$ cat config.mk
export PLATFORM = sky130hd
export DESIGN_NAME = rtp_nal_packetizer_top_flat
export DESIGN_NICKNAME = d
export VERILOG_FILES = /design/src/sv/rnp_pkg.sv /design/src/sv/rnp_nal_if.sv /design/src/sv/rnp_pkt_if.sv /design/src/sv/rnp_ctrl.sv /design/src/sv/rnp_datapath.sv /design/src/sv/rtp_nal_packetizer_top.sv /design/src/flat_wrapper.sv
export SDC_FILE = /design/constraint.sdc
export NUM_CORES = 1
export LEC_CHECK = 0
export BUFFER_PORTS_ARGS = -buffer_cell sky130_fd_sc_hd__buf_2
export CAP_MARGIN = 20
export CORE_ASPECT_RATIO = 0.6
export CORE_UTILIZATION = 45
export DETAILED_ROUTE_END_ITERATION = 10
export PLACE_DENSITY = 0.66
export SYNTH_ARGS = -nofsm -noshare
export SYNTH_HDL_FRONTEND = slang
export SYNTH_SLANG_ARGS = --single-unit
$ cat constraint.sdc
create_clock -name clk -period 7.2 [get_ports clk]
set_input_delay 1.44 -clock clk [delete_from_list [all_inputs] [get_ports clk]]
set_output_delay 1.44 -clock clk [all_outputs]
set_load 0.05 [all_outputs]
$ cat src/sv/rnp_pkg.sv
package rnp_pkg;

    // Largest NAL unit size taken as it is; larger sizes are clamped
    localparam int unsigned MAX_NAL_BYTES = 16383;

    // Payload limit clamp range and reset value
    localparam logic [10:0] PAYLOAD_MIN   = 11'd300;
    localparam logic [10:0] PAYLOAD_MAX   = 11'd1500;
    localparam logic [10:0] PAYLOAD_RESET = 11'd1400;

    // Configuration register indexes
    localparam logic [1:0] CFG_CODEC       = 2'd0;
    localparam logic [1:0] CFG_SINGLE_MODE = 2'd1;
    localparam logic [1:0] CFG_MAX_PAYLOAD = 2'd2;

    // Packet kinds
    localparam logic [1:0] KIND_SINGLE = 2'd0;
    localparam logic [1:0] KIND_AGGR   = 2'd1;
    localparam logic [1:0] KIND_FRAG   = 2'd2;

    // Payload header bytes
    localparam logic [7:0] STAP_A_TYPE    = 8'd24;
    localparam logic [7:0] AP_TYPE        = 8'd48 << 1;
    localparam logic [7:0] FU_A_TYPE      = 8'd28;
    localparam logic [7:0] HEVC_FU_TYPE   = 8'd49 << 1;
    localparam logic [7:0] H264_TYPE_MASK = 8'h1F;
    localparam logic [7:0] NRI_MASK       = 8'h60;
    localparam logic [7:0] HEVC_TYPE_MASK = 8'h3F;
    localparam logic [7:0] FU_START       = 8'd1 << 7;
    localparam logic [7:0] FU_END         = 8'd1 << 6;

    typedef enum logic [2:0] {
        ST_IDLE,
        ST_FLUSH,
        ST_PLACE,
        ST_SINGLE,
        ST_FRAG,
        ST_FLUSH_LAST
    } ctrl_state_t;

    // Which packet the datapath builds into the output register
    typedef enum logic [1:0] {
        EMIT_AGGR,
        EMIT_SINGLE,
        EMIT_FRAG
    } emit_sel_t;

    typedef struct packed {
        logic      load_item;
        logic      clear_buf;
        logic      add_buf;
        logic      frag_step;
        logic      emit;
        emit_sel_t emit_sel;
        logic      marker;
        logic      last_result;
    } ctrl_cmd_t;

    typedef struct packed {
        logic slot_free;
        logic big;
        logic drop;
        logic flush_needed;
        logic fits_add;
        logic fits_empty;
        logic buf_empty;
        logic frag_more;
        logic last;
    } dp_status_t;

endpackage

$ cat src/sv/rnp_nal_if.sv
interface rnp_nal_if;
    logic        valid;
    logic        ready;
    logic [13:0] nal_size;
    logic [7:0]  header_byte0;
    logic [7:0]  header_byte1;
    logic        last_in_frame;

    modport source (
        output valid,
        output nal_size,
        output header_byte0,
        output header_byte1,
        output last_in_frame,
        input  ready
    );

    modport sink (
        input  valid,
        input  nal_size,
        input  header_byte0,
        input  header_byte1,
        input  last_in_frame,
        output ready
    );
endinterface

$ cat src/sv/rnp_pkt_if.sv
interface rnp_pkt_if;
    logic        valid;
    logic        ready;
    logic [1:0]  packet_kind;
    logic [10:0] payload_length;
    logic [8:0]  unit_count;
    logic [13:0] source_offset;
    logic [7:0]  prefix_byte0;
    logic [7:0]  prefix_byte1;
    logic [7:0]  prefix_byte2;
    logic        marker;
    logic        last_result;

    modport source (
        output valid,
        output packet_kind,
        output payload_length,
        output unit_count,
        output source_offset,
        output prefix_byte0,
        output prefix_byte1,
        output prefix_byte2,
        output marker,
        output last_result,
        input  ready
    );

    modport sink (
        input  valid,
        input  packet_kind,
        input  payload_length,
        input  unit_count,
        input  source_offset,
        input  prefix_byte0,
        input  prefix_byte1,
        input  prefix_byte2,
        input  marker,
        input  last_result,
        output ready
    );
endinterface

$ cat src/sv/rnp_ctrl.sv
module rnp_ctrl (
    input  logic                clk,
    input  logic                rst_n,
    input  logic                in_valid,
    output logic                in_ready,
    input  rnp_pkg::dp_status_t status,
    output rnp_pkg::ctrl_cmd_t  cmd
);
    import rnp_pkg::*;

    ctrl_state_t state_reg;
    ctrl_state_t state_next;

    // State register
    always_ff @(posedge clk or negedge rst_n)
    begin
        if (!rst_n)
        begin
            state_reg <= ST_IDLE;
        end
        else
        begin
            state_reg <= state_next;
        end
    end

    // Next state and commands
    always_comb
    begin
        state_next      = state_reg;
        in_ready        = 1'b0;
        cmd             = '0;
        cmd.emit_sel    = EMIT_AGGR;

        case (state_reg)
            ST_IDLE:
            begin
                in_ready = 1'b1;
                if (in_valid)
                begin
                    cmd.load_item = 1'b1;
                    state_next    = ST_FLUSH;
                end
            end

            // Flush ahead of the unit if it will not join the aggregate
            ST_FLUSH:
            begin
                if ((status.big || status.flush_needed) && !status.buf_empty)
                begin
                    if (status.slot_free)
                    begin
                        cmd.emit        = 1'b1;
                        cmd.emit_sel    = EMIT_AGGR;
                        cmd.clear_buf   = 1'b1;
                        cmd.last_result = (status.big && status.drop) ||
                                          (!status.big && status.fits_empty && !status.last);
                        if (status.big)
                        begin
                            state_next = status.drop ? ST_IDLE : ST_FRAG;
                        end
                        else
                        begin
                            state_next = ST_PLACE;
                        end
                    end
                end
                else if (status.big)
                begin
                    state_next = status.drop ? ST_IDLE : ST_FRAG;
                end
                else
                begin
                    state_next = ST_PLACE;
                end
            end

            // Join the aggregate, or flush it and send the unit alone
            ST_PLACE:
            begin
                if (status.fits_add)
                begin
                    cmd.add_buf = 1'b1;
                    state_next  = status.last ? ST_FLUSH_LAST : ST_IDLE;
                end
                else if (!status.buf_empty)
                begin
                    if (status.slot_free)
                    begin
                        cmd.emit      = 1'b1;
                        cmd.emit_sel  = EMIT_AGGR;
                        cmd.clear_buf = 1'b1;
                        state_next    = ST_SINGLE;
                    end
                end
                else
                begin
                    state_next = ST_SINGLE;
                end
            end

            ST_SINGLE:
            begin
                if (status.slot_free)
                begin
                    cmd.emit        = 1'b1;
                    cmd.emit_sel    = EMIT_SINGLE;
                    cmd.marker      = status.last;
                    cmd.last_result = 1'b1;
                    state_next      = ST_IDLE;
                end
            end

            // One fragment per word slot
            ST_FRAG:
            begin
                if (status.slot_free)
                begin
                    cmd.emit        = 1'b1;
                    cmd.emit_sel    = EMIT_FRAG;
                    cmd.frag_step   = 1'b1;
                    cmd.marker      = status.last && !status.frag_more;
                    cmd.last_result = !status.frag_more;
                    if (!status.frag_more)
                    begin
                        state_next = ST_IDLE;
                    end
                end
            end

            // End of access unit: flush with marker
            ST_FLUSH_LAST:
            begin
                if (status.buf_empty)
                begin
                    state_next = ST_IDLE;
                end
                else if (status.slot_free)
                begin
                    cmd.emit        = 1'b1;
                    cmd.emit_sel    = EMIT_AGGR;
                    cmd.clear_buf   = 1'b1;
                    cmd.marker      = 1'b1;
                    cmd.last_result = 1'b1;
                    state_next      = ST_IDLE;
                end
            end

            default:
            begin
                state_next = ST_IDLE;
            end
        endcase
    end

endmodule

$ cat src/sv/rnp_datapath.sv
module rnp_datapath (
    input  logic                clk,
    input  logic                rst_n,
    input  logic                cfg_we,
    input  logic [1:0]          cfg_index,
    input  logic [10:0]         cfg_data,
    input  logic [13:0]         nal_size,
    input  logic [7:0]          header_byte0,
    input  logic                last_in_frame,
    input  rnp_pkg::ctrl_cmd_t  cmd,
    output rnp_pkg::dp_status_t status,
    rnp_pkt_if.source           pkt
);
    import rnp_pkg::*;

    logic        codec_reg;
    logic        single_mode_reg;
    logic [10:0] max_payload_reg;

    logic [13:0] size_reg;
    logic [7:0]  h0_reg;
    logic        last_reg;

    logic [13:0] off_reg;
    logic [13:0] rem_reg;
    logic        start_reg;

    logic [10:0] bb_reg;
    logic [10:0] bb_next;
    logic [8:0]  bu_reg;
    logic [8:0]  bu_next;

    logic        valid_reg;
    logic [1:0]  kind_reg;
    logic [1:0]  kind_next;
    logic [10:0] len_reg;
    logic [10:0] len_next;
    logic [8:0]  units_reg;
    logic [8:0]  units_next;
    logic [13:0] src_off_reg;
    logic [13:0] src_off_next;
    logic [7:0]  p0_reg;
    logic [7:0]  p0_next;
    logic [7:0]  p1_reg;
    logic [7:0]  p1_next;
    logic [7:0]  p2_reg;
    logic [7:0]  p2_next;
    logic        marker_reg;
    logic        last_result_reg;

    logic [10:0] maxp;
    logic [15:0] maxp16;
    logic [1:0]  hdr_len;
    logic [1:0]  fu_hdr;
    logic [2:0]  strip;
    logic        skip;
    logic [13:0] size_sat;
    logic [10:0] chunk;
    logic [15:0] sum_a;
    logic [15:0] sum_b;
    logic [15:0] sum_e;
    logic [7:0]  fu_flags;

    // Configuration registers
    always_ff @(posedge clk or negedge rst_n)
    begin
        if (!rst_n)
        begin
            codec_reg       <= 1'b0;
            single_mode_reg <= 1'b0;
            max_payload_reg <= PAYLOAD_RESET;
        end
        else if (cfg_we)
        begin
            case (cfg_index)
                CFG_CODEC:       codec_reg       <= cfg_data[0];
                CFG_SINGLE_MODE: single_mode_reg <= cfg_data[0];
                CFG_MAX_PAYLOAD: max_payload_reg <= cfg_data;
                default:         ;
            endcase
        end
    end

    // Clamped limit and codec dependent header sizes
    always_comb
    begin
        if (max_payload_reg < PAYLOAD_MIN)
        begin
            maxp = PAYLOAD_MIN;
        end
        else if (max_payload_reg > PAYLOAD_MAX)
        begin
            maxp = PAYLOAD_MAX;
        end
        else
        begin
            maxp = max_payload_reg;
        end
    end

    assign maxp16   = {5'b0, maxp};
    assign hdr_len  = codec_reg ? 2'd2 : 2'd1;
    assign fu_hdr   = codec_reg ? 2'd3 : 2'd2;
    assign strip    = codec_reg ? 3'd4 : 3'd3;
    assign skip     = !codec_reg && single_mode_reg;
    assign size_sat = (nal_size > 14'(MAX_NAL_BYTES)) ? 14'(MAX_NAL_BYTES) : nal_size;
    assign chunk    = maxp - {9'b0, fu_hdr};

    // Latched unit descriptor
    always_ff @(posedge clk)
    begin
        if (cmd.load_item)
        begin
            size_reg <= size_sat;
            h0_reg   <= header_byte0;
            last_reg <= last_in_frame;
        end
    end

    // Fragment walk: offset, bytes left, start flag
    always_ff @(posedge clk)
    begin
        if (cmd.load_item)
        begin
            off_reg   <= {12'b0, hdr_len};
            rem_reg   <= size_sat - {12'b0, hdr_len};
            start_reg <= 1'b1;
        end
        else if (cmd.frag_step)
        begin
            off_reg   <= off_reg + {3'b0, chunk};
            rem_reg   <= rem_reg - {3'b0, chunk};
            start_reg <= 1'b0;
        end
    end

    // Aggregate occupancy
    always_comb
    begin
        bb_next = bb_reg;
        bu_next = bu_reg;
        if (cmd.clear_buf)
        begin
            bb_next = '0;
            bu_next = '0;
        end
        else if (cmd.add_buf)
        begin
            bb_next = ((bb_reg == 11'd0) ? {9'b0, hdr_len} : bb_reg) + 11'd2 + size_reg[10:0];
            bu_next = (bu_reg == 9'd511) ? bu_reg : bu_reg + 9'd1;
        end
    end

    always_ff @(posedge clk or negedge rst_n)
    begin
        if (!rst_n)
        begin
            bb_reg <= '0;
            bu_reg <= '0;
        end
        else
        begin
            bb_reg <= bb_next;
            bu_reg <= bu_next;
        end
    end

    // Fit checks
    assign sum_a = {5'b0, bb_reg} + 16'd2 + {2'b0, size_reg};
    assign sum_b = sum_a + {14'b0, hdr_len};
    assign sum_e = 16'd2 + {14'b0, hdr_len} + {2'b0, size_reg};

    always_comb
    begin
        status.slot_free    = !valid_reg || pkt.ready;
        status.big          = size_reg > {3'b0, maxp};
        status.drop         = skip;
        status.flush_needed = sum_a > maxp16;
        status.fits_add     = (sum_b <= maxp16) && !skip;
        status.fits_empty   = (sum_e <= maxp16) && !skip;
        status.buf_empty    = (bb_reg == 11'd0);
        status.frag_more    = rem_reg > {3'b0, chunk};
        status.last         = last_reg;
    end

    // Packet word builder
    assign fu_flags = (start_reg ? FU_START : 8'h00) | (status.frag_more ? 8'h00 : FU_END);

    always_comb
    begin
        kind_next    = KIND_SINGLE;
        len_next     = '0;
        units_next   = '0;
        src_off_next = '0;
        p0_next      = '0;
        p1_next      = '0;
        p2_next      = '0;

        case (cmd.emit_sel)
            EMIT_AGGR:
            begin
                if (bu_reg == 9'd1)
                begin
                    // lone unit goes out as a single NAL, aggregation headers stripped
                    len_next = (bb_reg > {8'b0, strip}) ? bb_reg - {8'b0, strip} : 11'd0;
                end
                else
                begin
                    kind_next  = KIND_AGGR;
                    len_next   = bb_reg;
                    units_next = bu_reg;
                    p0_next    = codec_reg ? AP_TYPE : STAP_A_TYPE;
                    p1_next    = codec_reg ? 8'd1 : 8'd0;
                end
            end

            EMIT_SINGLE:
            begin
                len_next = size_reg[10:0];
            end

            EMIT_FRAG:
            begin
                kind_next    = KIND_FRAG;
                len_next     = status.frag_more ? maxp : rem_reg[10:0] + {9'b0, fu_hdr};
                src_off_next = off_reg;
                if (codec_reg)
                begin
                    p0_next = HEVC_FU_TYPE;
                    p1_next = 8'd1;
                    p2_next = ({1'b0, h0_reg[7:1]} & HEVC_TYPE_MASK) | fu_flags;
                end
                else
                begin
                    p0_next = FU_A_TYPE | (h0_reg & NRI_MASK);
                    p1_next = (h0_reg & H264_TYPE_MASK) | fu_flags;
                end
            end

            default:
            begin
                kind_next = KIND_SINGLE;
            end
        endcase
    end

    // Output word register
    always_ff @(posedge clk or negedge rst_n)
    begin
        if (!rst_n)
        begin
            valid_reg <= 1'b0;
        end
        else if (cmd.emit)
        begin
            valid_reg <= 1'b1;
        end
        else if (pkt.ready)
        begin
            valid_reg <= 1'b0;
        end
    end

    always_ff @(posedge clk)
    begin
        if (cmd.emit)
        begin
            kind_reg        <= kind_next;
            len_reg         <= len_next;
            units_reg       <= units_next;
            src_off_reg     <= src_off_next;
            p0_reg          <= p0_next;
            p1_reg          <= p1_next;
            p2_reg          <= p2_next;
            marker_reg      <= cmd.marker;
            last_result_reg <= cmd.last_result;
        end
    end

    assign pkt.valid          = valid_reg;
    assign pkt.packet_kind    = kind_reg;
    assign pkt.payload_length = len_reg;
    assign pkt.unit_count     = units_reg;
    assign pkt.source_offset  = src_off_reg;
    assign pkt.prefix_byte0   = p0_reg;
    assign pkt.prefix_byte1   = p1_reg;
    assign pkt.prefix_byte2   = p2_reg;
    assign pkt.marker         = marker_reg;
    assign pkt.last_result    = last_result_reg;

endmodule

$ cat src/sv/rtp_nal_packetizer_top.sv
// RTP packetizer for H.264 and HEVC working on NAL unit descriptors: each word
// on the nal channel describes one unit, each word on the pkt channel one RTP
// packet (single NAL, STAP-A/AP aggregate, or FU fragment), with last_result
// set on the final packet a unit causes; a unit may cause no packet at all.
// One unit is handled at a time. Acceptance comes first, then the decision on
// flushing the aggregate (the flush goes out in that step), then placing a
// unit that fits, then a lone single NAL, the closing flush of the frame or
// each fragment goes out through the output register; each step that emits
// waits while the pkt side stalls.
// The fragment walk is a single offset/remainder register pair stepped once
// per fragment. A new unit is taken while the last packet still waits in the
// output register. Configuration is to be written only between units; the
// block itself does not enforce this.
module rtp_nal_packetizer_top (
    input  logic        clk,
    input  logic        rst_n,
    input  logic        cfg_we,
    input  logic [1:0]  cfg_index,
    input  logic [10:0] cfg_data,
    rnp_nal_if.sink     nal,
    rnp_pkt_if.source   pkt
);
    import rnp_pkg::*;

    ctrl_cmd_t  cmd;
    dp_status_t status;
    logic       in_ready;

    assign nal.ready = in_ready;

    rnp_ctrl u_ctrl (
        .clk      (clk),
        .rst_n    (rst_n),
        .in_valid (nal.valid),
        .in_ready (in_ready),
        .status   (status),
        .cmd      (cmd)
    );

    rnp_datapath u_datapath (
        .clk           (clk),
        .rst_n         (rst_n),
        .cfg_we        (cfg_we),
        .cfg_index     (cfg_index),
        .cfg_data      (cfg_data),
        .nal_size      (nal.nal_size),
        .header_byte0  (nal.header_byte0),
        .last_in_frame (nal.last_in_frame),
        .cmd           (cmd),
        .status        (status),
        .pkt           (pkt)
    );

`ifndef SYNTH
    // A unit is worked on alone: no second acceptance straight after one
    a_busy_after_accept: assert property (@(posedge clk) disable iff (!rst_n)
        nal.valid && nal.ready |=> !nal.ready)
        else $error("unit accepted while previous unit still in progress");

    // The marker only ever sits on the final packet of a unit
    a_marker_is_last: assert property (@(posedge clk) disable iff (!rst_n)
        pkt.valid && pkt.marker |-> pkt.last_result)
        else $error("marker on a packet that is not the last of its unit");

    // An aggregate always carries at least two units
    a_aggr_units: assert property (@(posedge clk) disable iff (!rst_n)
        pkt.valid && pkt.packet_kind == KIND_AGGR |-> pkt.unit_count >= 9'd2)
        else $error("aggregation packet with fewer than two units");

    // No packet exceeds the largest allowed payload
    a_len_limit: assert property (@(posedge clk) disable iff (!rst_n)
        pkt.valid |-> pkt.payload_length <= PAYLOAD_MAX)
        else $error("payload length beyond limit");
`endif

endmodule

$ cat src/flat_wrapper.sv
// flat-port wrapper written by rule: the top's interface ports become plain ports
module rtp_nal_packetizer_top_flat import rnp_pkg::*;
  (clk, rst_n, cfg_we, cfg_index, cfg_data, nal_valid, nal_nal_size, nal_header_byte0, nal_header_byte1, nal_last_in_frame, nal_ready, pkt_valid, pkt_packet_kind, pkt_payload_length, pkt_unit_count, pkt_source_offset, pkt_prefix_byte0, pkt_prefix_byte1, pkt_prefix_byte2, pkt_marker, pkt_last_result, pkt_ready);
  rnp_nal_if nal_i ();
  rnp_pkt_if pkt_i ();
  input  logic clk;
  input  logic rst_n;
  input  logic cfg_we;
  input  logic [1:0] cfg_index;
  input  logic [10:0] cfg_data;
  input wire logic [$bits(nal_i.valid)-1:0] nal_valid;
  input wire logic [$bits(nal_i.nal_size)-1:0] nal_nal_size;
  input wire logic [$bits(nal_i.header_byte0)-1:0] nal_header_byte0;
  input wire logic [$bits(nal_i.header_byte1)-1:0] nal_header_byte1;
  input wire logic [$bits(nal_i.last_in_frame)-1:0] nal_last_in_frame;
  output wire logic [$bits(nal_i.ready)-1:0] nal_ready;
  output wire logic [$bits(pkt_i.valid)-1:0] pkt_valid;
  output wire logic [$bits(pkt_i.packet_kind)-1:0] pkt_packet_kind;
  output wire logic [$bits(pkt_i.payload_length)-1:0] pkt_payload_length;
  output wire logic [$bits(pkt_i.unit_count)-1:0] pkt_unit_count;
  output wire logic [$bits(pkt_i.source_offset)-1:0] pkt_source_offset;
  output wire logic [$bits(pkt_i.prefix_byte0)-1:0] pkt_prefix_byte0;
  output wire logic [$bits(pkt_i.prefix_byte1)-1:0] pkt_prefix_byte1;
  output wire logic [$bits(pkt_i.prefix_byte2)-1:0] pkt_prefix_byte2;
  output wire logic [$bits(pkt_i.marker)-1:0] pkt_marker;
  output wire logic [$bits(pkt_i.last_result)-1:0] pkt_last_result;
  input wire logic [$bits(pkt_i.ready)-1:0] pkt_ready;
  assign nal_i.valid = nal_valid;
  assign nal_i.nal_size = nal_nal_size;
  assign nal_i.header_byte0 = nal_header_byte0;
  assign nal_i.header_byte1 = nal_header_byte1;
  assign nal_i.last_in_frame = nal_last_in_frame;
  assign nal_ready = nal_i.ready;
  assign pkt_valid = pkt_i.valid;
  assign pkt_packet_kind = pkt_i.packet_kind;
  assign pkt_payload_length = pkt_i.payload_length;
  assign pkt_unit_count = pkt_i.unit_count;
  assign pkt_source_offset = pkt_i.source_offset;
  assign pkt_prefix_byte0 = pkt_i.prefix_byte0;
  assign pkt_prefix_byte1 = pkt_i.prefix_byte1;
  assign pkt_prefix_byte2 = pkt_i.prefix_byte2;
  assign pkt_marker = pkt_i.marker;
  assign pkt_last_result = pkt_i.last_result;
  assign pkt_i.ready = pkt_ready;
  rtp_nal_packetizer_top u_core (.clk(clk), .rst_n(rst_n), .cfg_we(cfg_we), .cfg_index(cfg_index), .cfg_data(cfg_data), .nal(nal_i), .pkt(pkt_i));
endmodule
Word level (Yosys, flattened, before mapping)
Cells that the tools add are included.
{"block": "word_totals", "out_inout_bits": 64, "input_bits": 49, "ff_bits": 150, "wordCells": 171}
{"block": "op_classes", "addsub": 14, "muxes": 72, "magnitude_cmp": 9, "reduce_logical": 32, "n_eq_ne": 17, "bitwise": 4}
{"operator": "11-bit 2-to-1 mux", "count": 8}
{"operator": "3-bit 2-to-1 mux", "count": 18}
{"operator": "14-bit 2-to-1 mux", "count": 3}
{"operator": "11-bit one-hot mux with 3 select lines", "count": 1}
{"operator": "14-bit by 11-bit greater-than comparator with 1-bit output", "count": 2}
{"operator": "7-bit 2-to-1 mux", "count": 4}
{"operator": "9-bit 2-to-1 mux", "count": 3}
{"operator": "1-bit 2-to-1 mux", "count": 18}
{"operator": "3-bit one-hot mux with 6 select lines", "count": 1}
{"operator": "15-bit by 2-bit adder with 16-bit output", "count": 1}
{"operator": "16-bit by 11-bit less-or-equal comparator with 1-bit output", "count": 1}
{"operator": "8-bit 2-to-1 mux", "count": 2}
{"operator": "8-bit one-hot mux with 2 select lines", "count": 1}
{"operator": "12-bit by 14-bit adder with 15-bit output", "count": 1}
{"operator": "3-bit by 14-bit adder with 15-bit output", "count": 1}
{"operator": "15-bit by 11-bit greater-than comparator with 1-bit output", "count": 1}
{"operator": "15-bit by 11-bit less-or-equal comparator with 1-bit output", "count": 1}
{"operator": "5-bit 2-to-1 mux", "count": 3}
{"operator": "3-bit one-hot mux with 5 select lines", "count": 1}
{"operator": "14-bit by 11-bit adder with 14-bit output", "count": 1}
{"operator": "14-bit greater-than comparator (second input constant)", "count": 1}
{"operator": "7-bit one-hot mux with 2 select lines", "count": 1}
{"operator": "14-bit by 11-bit subtractor with 14-bit output", "count": 1}
{"operator": "14-bit by 2-bit subtractor with 14-bit output", "count": 1}
{"operator": "41 further kinds", "count": 72}

Depth between registers and ports, before layout
Gate-level depths: netlist of the first run.
{"block": "logic_depth", "ltp_word": 12, "mapped_depth": 25, "depth_no_buf": 24}

Modules after synthesis
Synthesis of the first run repeated with hierarchy kept, for this count alone.
{"block": "unflattened", "hier_cells": 1099, "area_unflattened_um2": 10884.2}
{"mod": "rnp_datapath", "area_per_inst_um2": 10412.5, "n_inst": 1, "cells_each": 1036, "seq_area_each_um2": 4001.3}
{"mod": "rnp_ctrl", "area_per_inst_um2": 471.7, "n_inst": 1, "cells_each": 63, "seq_area_each_um2": 75.1}

Worst setup path after synthesis of the first run
OpenSTA, ideal clock, no wires.
{"block": "synth_timing", "path_type": "reg2reg", "start": "register u_core.u_datapath.size_reg[5]", "end": "register u_core.u_datapath.last_result_reg, in the netlist u_core.u_datapath.pkt.last_result, enable pin", "setup_slack_ns": 1.622, "t_required_ns": 6.782, "stages_incl_launch_ff": 18, "t_arrival_ns": 5.160, "cell_sequence": "edfxtp_1 -> ha_1 -> ha_1 -> and3_1 -> a2111oi_2 -> xnor2_2 -> nand4_1 -> or4_4 -> xnor2_1 -> ha_1 -> nand4_1 -> nor3_1 -> a22oi_1 -> o21ai_0 -> nand2b_1 -> a21oi_2 -> o21ai_1 -> or3_1"}
{"item": "start: declaration", "line": "rnp_datapath.sv:20", "rtl": "logic [13:0] size_reg;"}
{"item": "start signal: assignment", "line": "rnp_datapath.sv:114", "rtl": "size_reg <= size_sat;"}
{"item": "end signal: assignment", "line": "rnp_datapath.sv:276", "rtl": "last_result_reg <= cmd.last_result;"}
{"item": "end: declaration", "line": "rnp_datapath.sv:49", "rtl": "logic last_result_reg;"}

==> results of run 1 <==
path summary, 6_finish.rpt:
kind,end,cells past startpoint
max,u_core.u_datapath.pkt.source_offset[0],20
min,u_core.u_datapath.off_reg[7],2
max reg2reg,u_core.u_datapath.pkt.source_offset[0],20
min reg2reg,u_core.u_datapath.off_reg[7],2
max in group asynchronous,u_core.u_datapath.codec_reg,1
min in group asynchronous,u_core.u_datapath.bu_reg[6],1
cell usage after synthesis, drive strengths merged (5+ instances only):
cell type,number
and3,21
nor4,13
clkbuf,48
nand4,16
nand3b,5
nor3,34
ha,124
or2,6
a21oi,65
xnor2,51
or3,9
dfstp,6
dfrtp,31
buf,7
inv,67
or4,7
and2,26
o21bai,12
o31ai,5
a211oi,7
mux2,12
nand2,75
mux2i,15
nor2,101
fa,8
nand2b,15
dfxtp,13
nor2b,18
o21a,9
xor2,40
o211ai,7
a221o,7
a21o,17
o21ai,53
a2111oi,5
a31oi,6
edfxtp,96
nand3,23
logic make-up (layout without fill, tap and decap cells):
logic type,Yosys count,in the layout,synth area share (%)
AO/OA/AOI/OAI,230,230,14.00
adder cells (fa/ha/maj),132,132,15.81
XOR/XNOR,91,91,7.499
AND/OR/NAND/NOR,381,381,17.97
flip-flops,146,146,37.64
buffers and inverters,123,218,4.414
other,1,3,0.03463
multiplexers,27,27,2.634
metrics by stage:
stage / setup slack [ps] / cells / cell area (µm²) / hold WS, ps
after floorplan: 1622 / 1133 / 10840 / 445.1
after global placement: 1242 / 1511 / 11660 / 458.5
after detailed placement: 1203 / 1511 / 11660 / 471.6
after CTS: 1168 / 1543 / 12250 / 482.0
after global routing: 677.4 / 1543 / 12250 / 508.6
final: 1002 / 1543 / 12250 / 478.8
area by class of cell:
| cell class | instances | area [µm²] | share of cell area [%] |
|---|---|---|---|
| multi-input combinational | 864 | 6302 | 51.43 |
| timing repair buffer | 118 | 635.6 | 5.187 |
| sequential | 146 | 4076 | 33.27 |
| inverter | 68 | 255.2 | 2.083 |
| clock buffer | 19 | 454.2 | 3.706 |
| clock inverter | 13 | 136.4 | 1.113 |
| tap | 315 | 394.1 | 3.216 |
worst reg2reg max path, stage by stage, from the launching register on:
cell and delay (ps):
sky130_fd_sc_hd__edfxtp_1 500, sky130_fd_sc_hd__inv_1 160, sky130_fd_sc_hd__ha_1 340, sky130_fd_sc_hd__inv_1 80, sky130_fd_sc_hd__ha_1 290, sky130_fd_sc_hd__a211o_1 330
sky130_fd_sc_hd__a211oi_1 330, sky130_fd_sc_hd__or2_4 230, sky130_fd_sc_hd__xor2_1 360, sky130_fd_sc_hd__inv_1 180, sky130_fd_sc_hd__ha_1 330, sky130_fd_sc_hd__a21o_1 170
sky130_fd_sc_hd__a21o_1 180, sky130_fd_sc_hd__a2111oi_0 440, sky130_fd_sc_hd__a211oi_1 90, sky130_fd_sc_hd__o31ai_1 100, sky130_fd_sc_hd__nand4b_1 250, sky130_fd_sc_hd__o211ai_1 260
sky130_fd_sc_hd__o21ai_1 100, sky130_fd_sc_hd__or3_2 830, sky130_fd_sc_hd__buf_4 400
layer usage:
layer,vias up,share of wire [%],GRT usage (%)
met3,30,8.9,6.501
met5,-,0,0
met4,0,0.94,5.310
li1,4251,-,-
met2,349,37,32.21
met1,4130,53,40.10
==> impl.org, run 1 <==
** Routing
- Number of DRC violations after detailed routing :: 0
- Count of nets left with antenna violations after detail routing :: 0
- Wires add up to between 20000 and 30000 µm.
- Post-detailed-route via-to-cell ratio :: 5.677
- Dividing the detail-routed wire length by the instance count gives 19.33 µm.
- The routed layout has 8760 vias.
- Before antenna repair, the detailed router went through 5 iterations.
- The detailed router finished its first iteration with around 760 violations.

** Cells and area
- Fin nets :: between 1000 and 1500
- Counting the fill cells in the layout gives approximately 2100.
- Post-route core utilization :: 52.48%
- Share of layout cells above drive strength 1 :: 15.55%
- The number of antenna diodes in the final layout is 0.
- The area growth from synthesis to layout is 13.16%.
- Leaving out fill and tap cells, the most frequent cells in the layout are 124 x sky130_fd_sc_hd__ha_1, 100 x sky130_fd_sc_hd__nor2_1, 100 x sky130_fd_sc_hd__buf_2.
- Most common cell after layout, fill and taps aside :: sky130_fd_sc_hd__ha_1

** Setup path
- Crit path buffers/inverters :: 4
- Kind of critical path :: reg2reg
- The largest individual stage delay along the critical path comes from the cell sky130_fd_sc_hd__or3_2.
- At the worst endpoint, the required time is 7390 ps.
- Launch point of the critical path :: u_core.u_datapath.size_reg[1]
- Cell-by-cell listing of the critical path :: inv_1 -> ha_1 -> inv_1 -> ha_1 -> a211o_1 -> a211oi_1 -> or2_4 -> xor2_1 -> inv_1 -> ha_1 -> a21o_1 -> a21o_1 -> a2111oi_0 -> a211oi_1 -> o31ai_1 -> nand4b_1 -> o211ai_1 -> o21ai_1 -> or3_2 -> buf_4
- Worst Path Arrival :: ~6400 ps
- Of all nets on the critical path, the largest fanout is 40.
- Source of the worst register-to-register timing path :: u_core.u_datapath.size_reg[1]
- Critical path startpoint category :: flop
- Worst setup EP type :: flop
- Worst path top cell family by delay :: compound AO/OA/AOI/OAI gates
- The largest single stage delay on the critical path is 830 ps.
- The setup check on the worst reg-to-reg path leaves a slack of 1000 ps.

** Clock tree
- The number of clock buffers added by TritonCTS is 17.
- Number of sinks handled by clock tree synthesis :: roughly 150
- Number of levels the H-tree was split into :: 4
- Once the clock tree was built, the resizer swapped 0 gates to a different size.
- Number of buffers on the longest clock path :: 2
- CTS tree :: yes
- The later pin in the worst-skew pair is clocked with a latency of 430 ps.
- Post-CTS Setup Inserts :: 0
- After clock tree synthesis, the clock-pin slew on the worst setup and hold paths is about 70 ps.
- Hold-fix buffer count after cts :: 0
- CTS root buffer :: sky130_fd_sc_hd__clkbuf_16

** Place
- Final weighted congestion in routability-driven placement :: 0.9385
- Port buffering added 100 buffers.
- The HPWL after detailed placement is between 20000 and 25000 µm.

** Logic synthesis
- Synth area leader :: sky130_fd_sc_hd__edfxtp_1
- The most used flip-flop cell after synthesis is sky130_fd_sc_hd__edfxtp_1.
- Synthesis inferred 146 register bits.
- Dividing the synthesized area by the synthesized cell count gives 9.575 µm².
- Sequential element share of the synthesized area :: 37.64%
- After synthesis, the netlist uses 82 different library cells.
- The mapped netlist covers 10830 µm².
- FFs w/ async S/R, synth :: between 20% and 30%
- The Yosys step of the flow raised 0 warnings.
- Gate count of the mapped netlist :: around 1100
- Counting flops with a built-in enable in the synthesized netlist gives 96.
- Area contributors post-synth :: sky130_fd_sc_hd__edfxtp_1 27%, sky130_fd_sc_hd__ha_1 14%, sky130_fd_sc_hd__dfrtp_1 7.2%, sky130_fd_sc_hd__xnor2_1 4.0%, sky130_fd_sc_hd__nor2_1 3.5%
- Fraction of synthesized cell area taken by the top area cell type :: between 20% and 30%

** Global routing
- Entering global routing, the biggest net connects 41 pins.
- Summed over all layers, the global routing overflow is 0.
- Total track usage :: between 20% and 30%
- Via count of the first global-routing pass :: 8019
- Global-route wire length before repair :: about 46000 µm
- Initial antenna violation count :: 0

** STA
- The final count of pins violating max slew came to 0.
- In the finished design, the share of the clock period the worst path needs comes to 86.09%.
- The number of hold violations in the final report was 0.
- Headroom to the max-slew limit came out at a little under a third.
- Layout Skew :: 11.70 ps
- Fmax :: around 0.16 GHz
- Setup violators final :: 0
- Setup tns final :: 0 ps
- Transition time of the tightest slew-check pin :: 1037 ps
- Subtracting the final worst setup slack from the clock period gives 6198 ps.
- Unrepaired setup endpoints after global routing :: no

** Floorplan
- Height of the die :: 122.2 µm
- Number of cell rows :: 43
- The die is 202.3 µm wide.
- 113 I/O pins were placed.
- For this configuration, the core starts out at a cell density of 46.38%.
- The die covers about 25000 µm².
- After floorplanning, the core was sized to cover 23350 µm².

** Hold path
- Worst hold path type :: reg2reg
- Hold_sp :: u_core.u_datapath.off_reg[7]

** Outcome
- The flow ran to the end, and the final reports show no timing, DRC or antenna violations.

** Job
- Across the run, the number of max-cap violations was 0.
Power of run 1 is not shown: default switching activity piles up to over one toggle a cycle in this logic, so the estimate is an artifact.
==> inputs of run 2 (changes only) <==
--- a/config.mk
+++ b/config.mk
@@ -5,12 +5,14 @@
 export SDC_FILE = /design/constraint.sdc
 export NUM_CORES = 1
 export LEC_CHECK = 0
+export ABC_AREA = 1
 export BUFFER_PORTS_ARGS = -buffer_cell sky130_fd_sc_hd__buf_2
 export CAP_MARGIN = 20
 export CORE_ASPECT_RATIO = 0.6
 export CORE_UTILIZATION = 45
+export CTS_BUF_LIST = sky130_fd_sc_hd__clkbuf_4 sky130_fd_sc_hd__clkbuf_8 sky130_fd_sc_hd__clkbuf_16
 export DETAILED_ROUTE_END_ITERATION = 10
-export PLACE_DENSITY = 0.66
+export PLACE_DENSITY = 0.65
 export SYNTH_ARGS = -nofsm -noshare
 export SYNTH_HDL_FRONTEND = slang
 export SYNTH_SLANG_ARGS = --single-unit
==> impl.org, run 2 <==
** Outcome
- Violations in the final reports :: design-rule violations
- Status :: finished with violations

** Logic synthesis
- Area contributors post-synth :: sky130_fd_sc_hd__edfxtp_1 25%, sky130_fd_sc_hd__ha_1 14%, sky130_fd_sc_hd__nand2_1 9.8%, sky130_fd_sc_hd__inv_1 7.6%, sky130_fd_sc_hd__dfrtp_1 6.8%
- sky130_fd_sc_hd__nand2_1 is the most common cell in the netlist.
- After Yosys synthesis, XOR and XNOR cells account for under 10% of the synthesized area.
- After Yosys synthesis, full adders, half adders and majority gates account for 15.08% of the synthesized area.
- The Yosys step of the flow raised 0 warnings.
- Average size of a mapped cell :: 7.889 µm²
- The share of the Yosys chip area taken by registers is 35.91%.
- Fraction of synthesized cell area taken by the top area cell type :: 25.39%
- Synthesis produced a netlist whose cell count is around 1400.
- Multiplexer cells account for less than 1% of the synthesized area.
- By area, the combinational part of the netlist is dominated by simple AND/OR/NAND/NOR gates.
- Synth area leader :: sky130_fd_sc_hd__edfxtp_1
- After synthesis, the share of flip-flops with an asynchronous set or reset is 25.34%.
- Area share of and/or/nand/nor cells after synthesis :: 23.85%
- The commonest cells after synthesis are 297 x sky130_fd_sc_hd__nand2_1, 229 x sky130_fd_sc_hd__inv_1, 127 x sky130_fd_sc_hd__nor2_1.
- Yosys mapped the design onto 59 distinct sky130hd cell types.
- Number of synthesized register bits :: roughly 150
- Synth Cell Area :: 11350 µm²
- Summing the areas of all compound-gate instances in the mapped netlist gives 10.56% of the synthesized area.
- Most frequently used flop master after synthesis :: sky130_fd_sc_hd__edfxtp_1
- Number of enable flip-flop cells after synthesis :: 96

** Clock tree
- Clock tree synthesis inserted a total of 17 buffers.
- Clock-pin slew was measured on the worst setup and hold paths at ~70 ps.
- Number of buffers on the longest clock path :: 2
- Post-CTS Setup Inserts :: 0
- Clock tree synthesis found a total of 146 sinks.
- CTS root buffer :: sky130_fd_sc_hd__clkbuf_16
- In this run, post-CTS hold repair placed 0 buffers.
- After clock tree synthesis, the repair step resized 0 gates.
- CTS tree :: yes
- Number of levels the H-tree was split into :: 4
- At the later pin of the worst-skew pair, clock insertion delay measures 440 ps.

** Setup path
- In this run the worst path has a maximum fanout of 34.
- Critical path startpoint category :: flop
- The worst setup path is captured at a flop.
- Data on the critical path arrives at its endpoint at 6050 ps.
- STA puts the critical path data required time at 7350 ps.
- Kind of critical path :: reg2reg

** STA
- Adding up every negative setup slack in the final design gives 0 ps.
- The clock period could shrink to a little under 6000 ps.
- Fmax :: 0.1696 GHz
- The worst pin sits at a relative slew slack of 32.10%.
- Transition time of the tightest slew-check pin :: 1019 ps
- The final count of pins violating max slew came to 0.
- The clock arrives with 13.86 ps of skew.
- Setup repair after global routing left no endpoint under its margin.
- After layout, the worst setup slack is 1305 ps.
- Setup violators final :: 0
- Period Utilization, post-route :: 81.87%
- Final number of hold-violating endpoints :: 0

** Floorplan
- Number of cell rows :: 44
- Die footprint :: about 26000 µm²
- Effective utilization at floorplan :: ~46%
- For this design the top-level I/O count stands at 113.
- From left edge to right edge, the die measures slightly above 200 µm.
- In this run the vertical extent of the chip is 125.0 µm.
- The core region is 24440 µm².

** Routing
- The routed design has 31660 µm of wire.
- The detailed router used layers up to and including met4.
- First-pass iteration count of the detailed router :: 11
- Post-detailed-route via-to-cell ratio :: 5.397
- The count of nets left with antenna violations once routing finished came out at 0.
- After detailed routing, the number of remaining DRC violations is 2.
- Length of routed wiring on met1 :: between 15000 and 20000 µm
- DR WL met2 :: approximately 12000 µm
- Met3 wirelength from detailed routing :: 3202 µm
- In the final routed layout, each cell accounts on average for 16.99 µm.
- For this block, the initial DRC count from the detailed router was 981.
- The routed layout has 10060 vias.

** Global routing
- Grt total ovfl :: 0
- Initial antenna violation count :: 0
- Global-route wire length before repair :: 49910 µm
- Global routing used 25.02% of the available tracks.
- The via count of the first global-routing pass was 9044.
- Entering global routing, the biggest net connects 38 pins.

** Cells and area
- The repair_antennas step left the layout with diodes totalling 0.
- Relative to the synthesized area, the layout overhead comes to 12.59%.
- At the end of the flow, the number of nets in the layout was roughly 1700.
- Commonest cells after routing, fill and taps aside :: 296 x sky130_fd_sc_hd__nand2_1, 229 x sky130_fd_sc_hd__inv_1, 127 x sky130_fd_sc_hd__nor2_1
- The library cell used most frequently in the layout, excluding fill and tap cells, is sky130_fd_sc_hd__nand2_1.
- In the final layout, the share of cells above drive strength 1 is 13.42%.

** Job
- Across the run, the number of max-cap violations was 0.

** Place
- At the placement stage, the worst setup path has a slack of approximately 1300 ps.
- Final weighted congestion in routability-driven placement :: approximately 0.93
- Detailed placement finished with a half-perimeter wire length of 25370 µm.
- The count of buffers added on input and output ports is 100.

** Hold path
- Worst hold path type :: reg2reg
[run 2: cell types whose count changed after synthesis, sizes merged, moves of 16 or more]
cell    before  now
and2        26    1
xnor2       51   13
a21oi       65   88
a21o        17    1
nand2       75  310
inv         67  238
nor2       101  135
clkbuf      48   31
nand3       23   78
and3        21    0
nor2b       18    1
nand4       16   35
[run 2: area by class of cell]
cell class	instances	area [µm²]
timing repair buffer	111	603.1
multi-input combinational	1013	6190
tap	322	402.9
fill	2304	11660
clock buffer	17	425.4
sequential	146	4076
inverter	240	900.9
clock inverter	15	182.7
[run 2: logic make-up after synthesis]
family / after synthesis
adder cells (fa/ha/maj): 132
other: 1
multiplexers: 6
buffers and inverters: 282
XOR/XNOR: 56
AO/OA/AOI/OAI: 208
AND/OR/NAND/NOR: 608
flip-flops: 146
[run 2: worst paths after layout]
| kind | endpoint | slack [ps] | depth (start not counted) | from |
|---|---|---|---|---|
| setup / recovery | u_core.u_datapath.pkt.prefix_byte1[6] | 1310 | 25 | u_core.u_datapath.codec_reg |
| hold / removal | u_core.u_datapath.off_reg[13] | 470 | 2 | u_core.u_datapath.off_reg[13] |
| setup reg to reg | u_core.u_datapath.pkt.prefix_byte1[6] | 1310 | 25 | u_core.u_datapath.codec_reg |
| hold reg to reg | u_core.u_datapath.off_reg[13] | 470 | 2 | u_core.u_datapath.off_reg[13] |
| max in group asynchronous | u_core.u_datapath.bu_reg[7] | 5470 | 1 | rst_n |
| min in group asynchronous | u_core.u_datapath.single_mode_reg | 1110 | 1 | rst_n |
[run 2: worst max-delay path, cell delays in order, from the launching register on]
cell	delay, ps
sky130_fd_sc_hd__dfrtp_1	360
sky130_fd_sc_hd__buf_4	200
sky130_fd_sc_hd__inv_1	570
sky130_fd_sc_hd__ha_1	280
sky130_fd_sc_hd__inv_1	60
sky130_fd_sc_hd__fa_1	390
sky130_fd_sc_hd__or2_1	240
sky130_fd_sc_hd__nor2_1	100
sky130_fd_sc_hd__nand3_1	120
sky130_fd_sc_hd__nor2_2	150
sky130_fd_sc_hd__nand3_2	120
sky130_fd_sc_hd__nor2_4	140
sky130_fd_sc_hd__xor2_1	90
sky130_fd_sc_hd__ha_1	300
sky130_fd_sc_hd__nand3_1	70
sky130_fd_sc_hd__nor3_1	120
sky130_fd_sc_hd__nand2_1	70
sky130_fd_sc_hd__a21oi_1	260
sky130_fd_sc_hd__nand2_2	100
sky130_fd_sc_hd__nor2_4	160
sky130_fd_sc_hd__nand2_2	130
sky130_fd_sc_hd__nand3_2	210
sky130_fd_sc_hd__nand2_4	190
sky130_fd_sc_hd__inv_2	120
sky130_fd_sc_hd__nand2_2	530
sky130_fd_sc_hd__buf_4	490
[run 2: per-stage QoR]
stage	utilization [%]	cell area [µm²]	cells	hold slack (ps)
floorplan	-	11360	1441	445.1
global placement	49.69	12150	1831	460.0
detailed placement	49.69	12150	1831	463.7
CTS	52.18	12750	1863	475.8
global route	52.29	12780	1864	517.1
finish	52.29	12780	1864	469.5
[run 2: routing by layer]
metal  global-route usage, %  vias up
met1                   40.20     4637
met3                   6.380       34
met4                   6.058        0
li1                        -     4964
met5                       0        -
met2                   32.25      425
Power of run 2 is left out for the same reason.
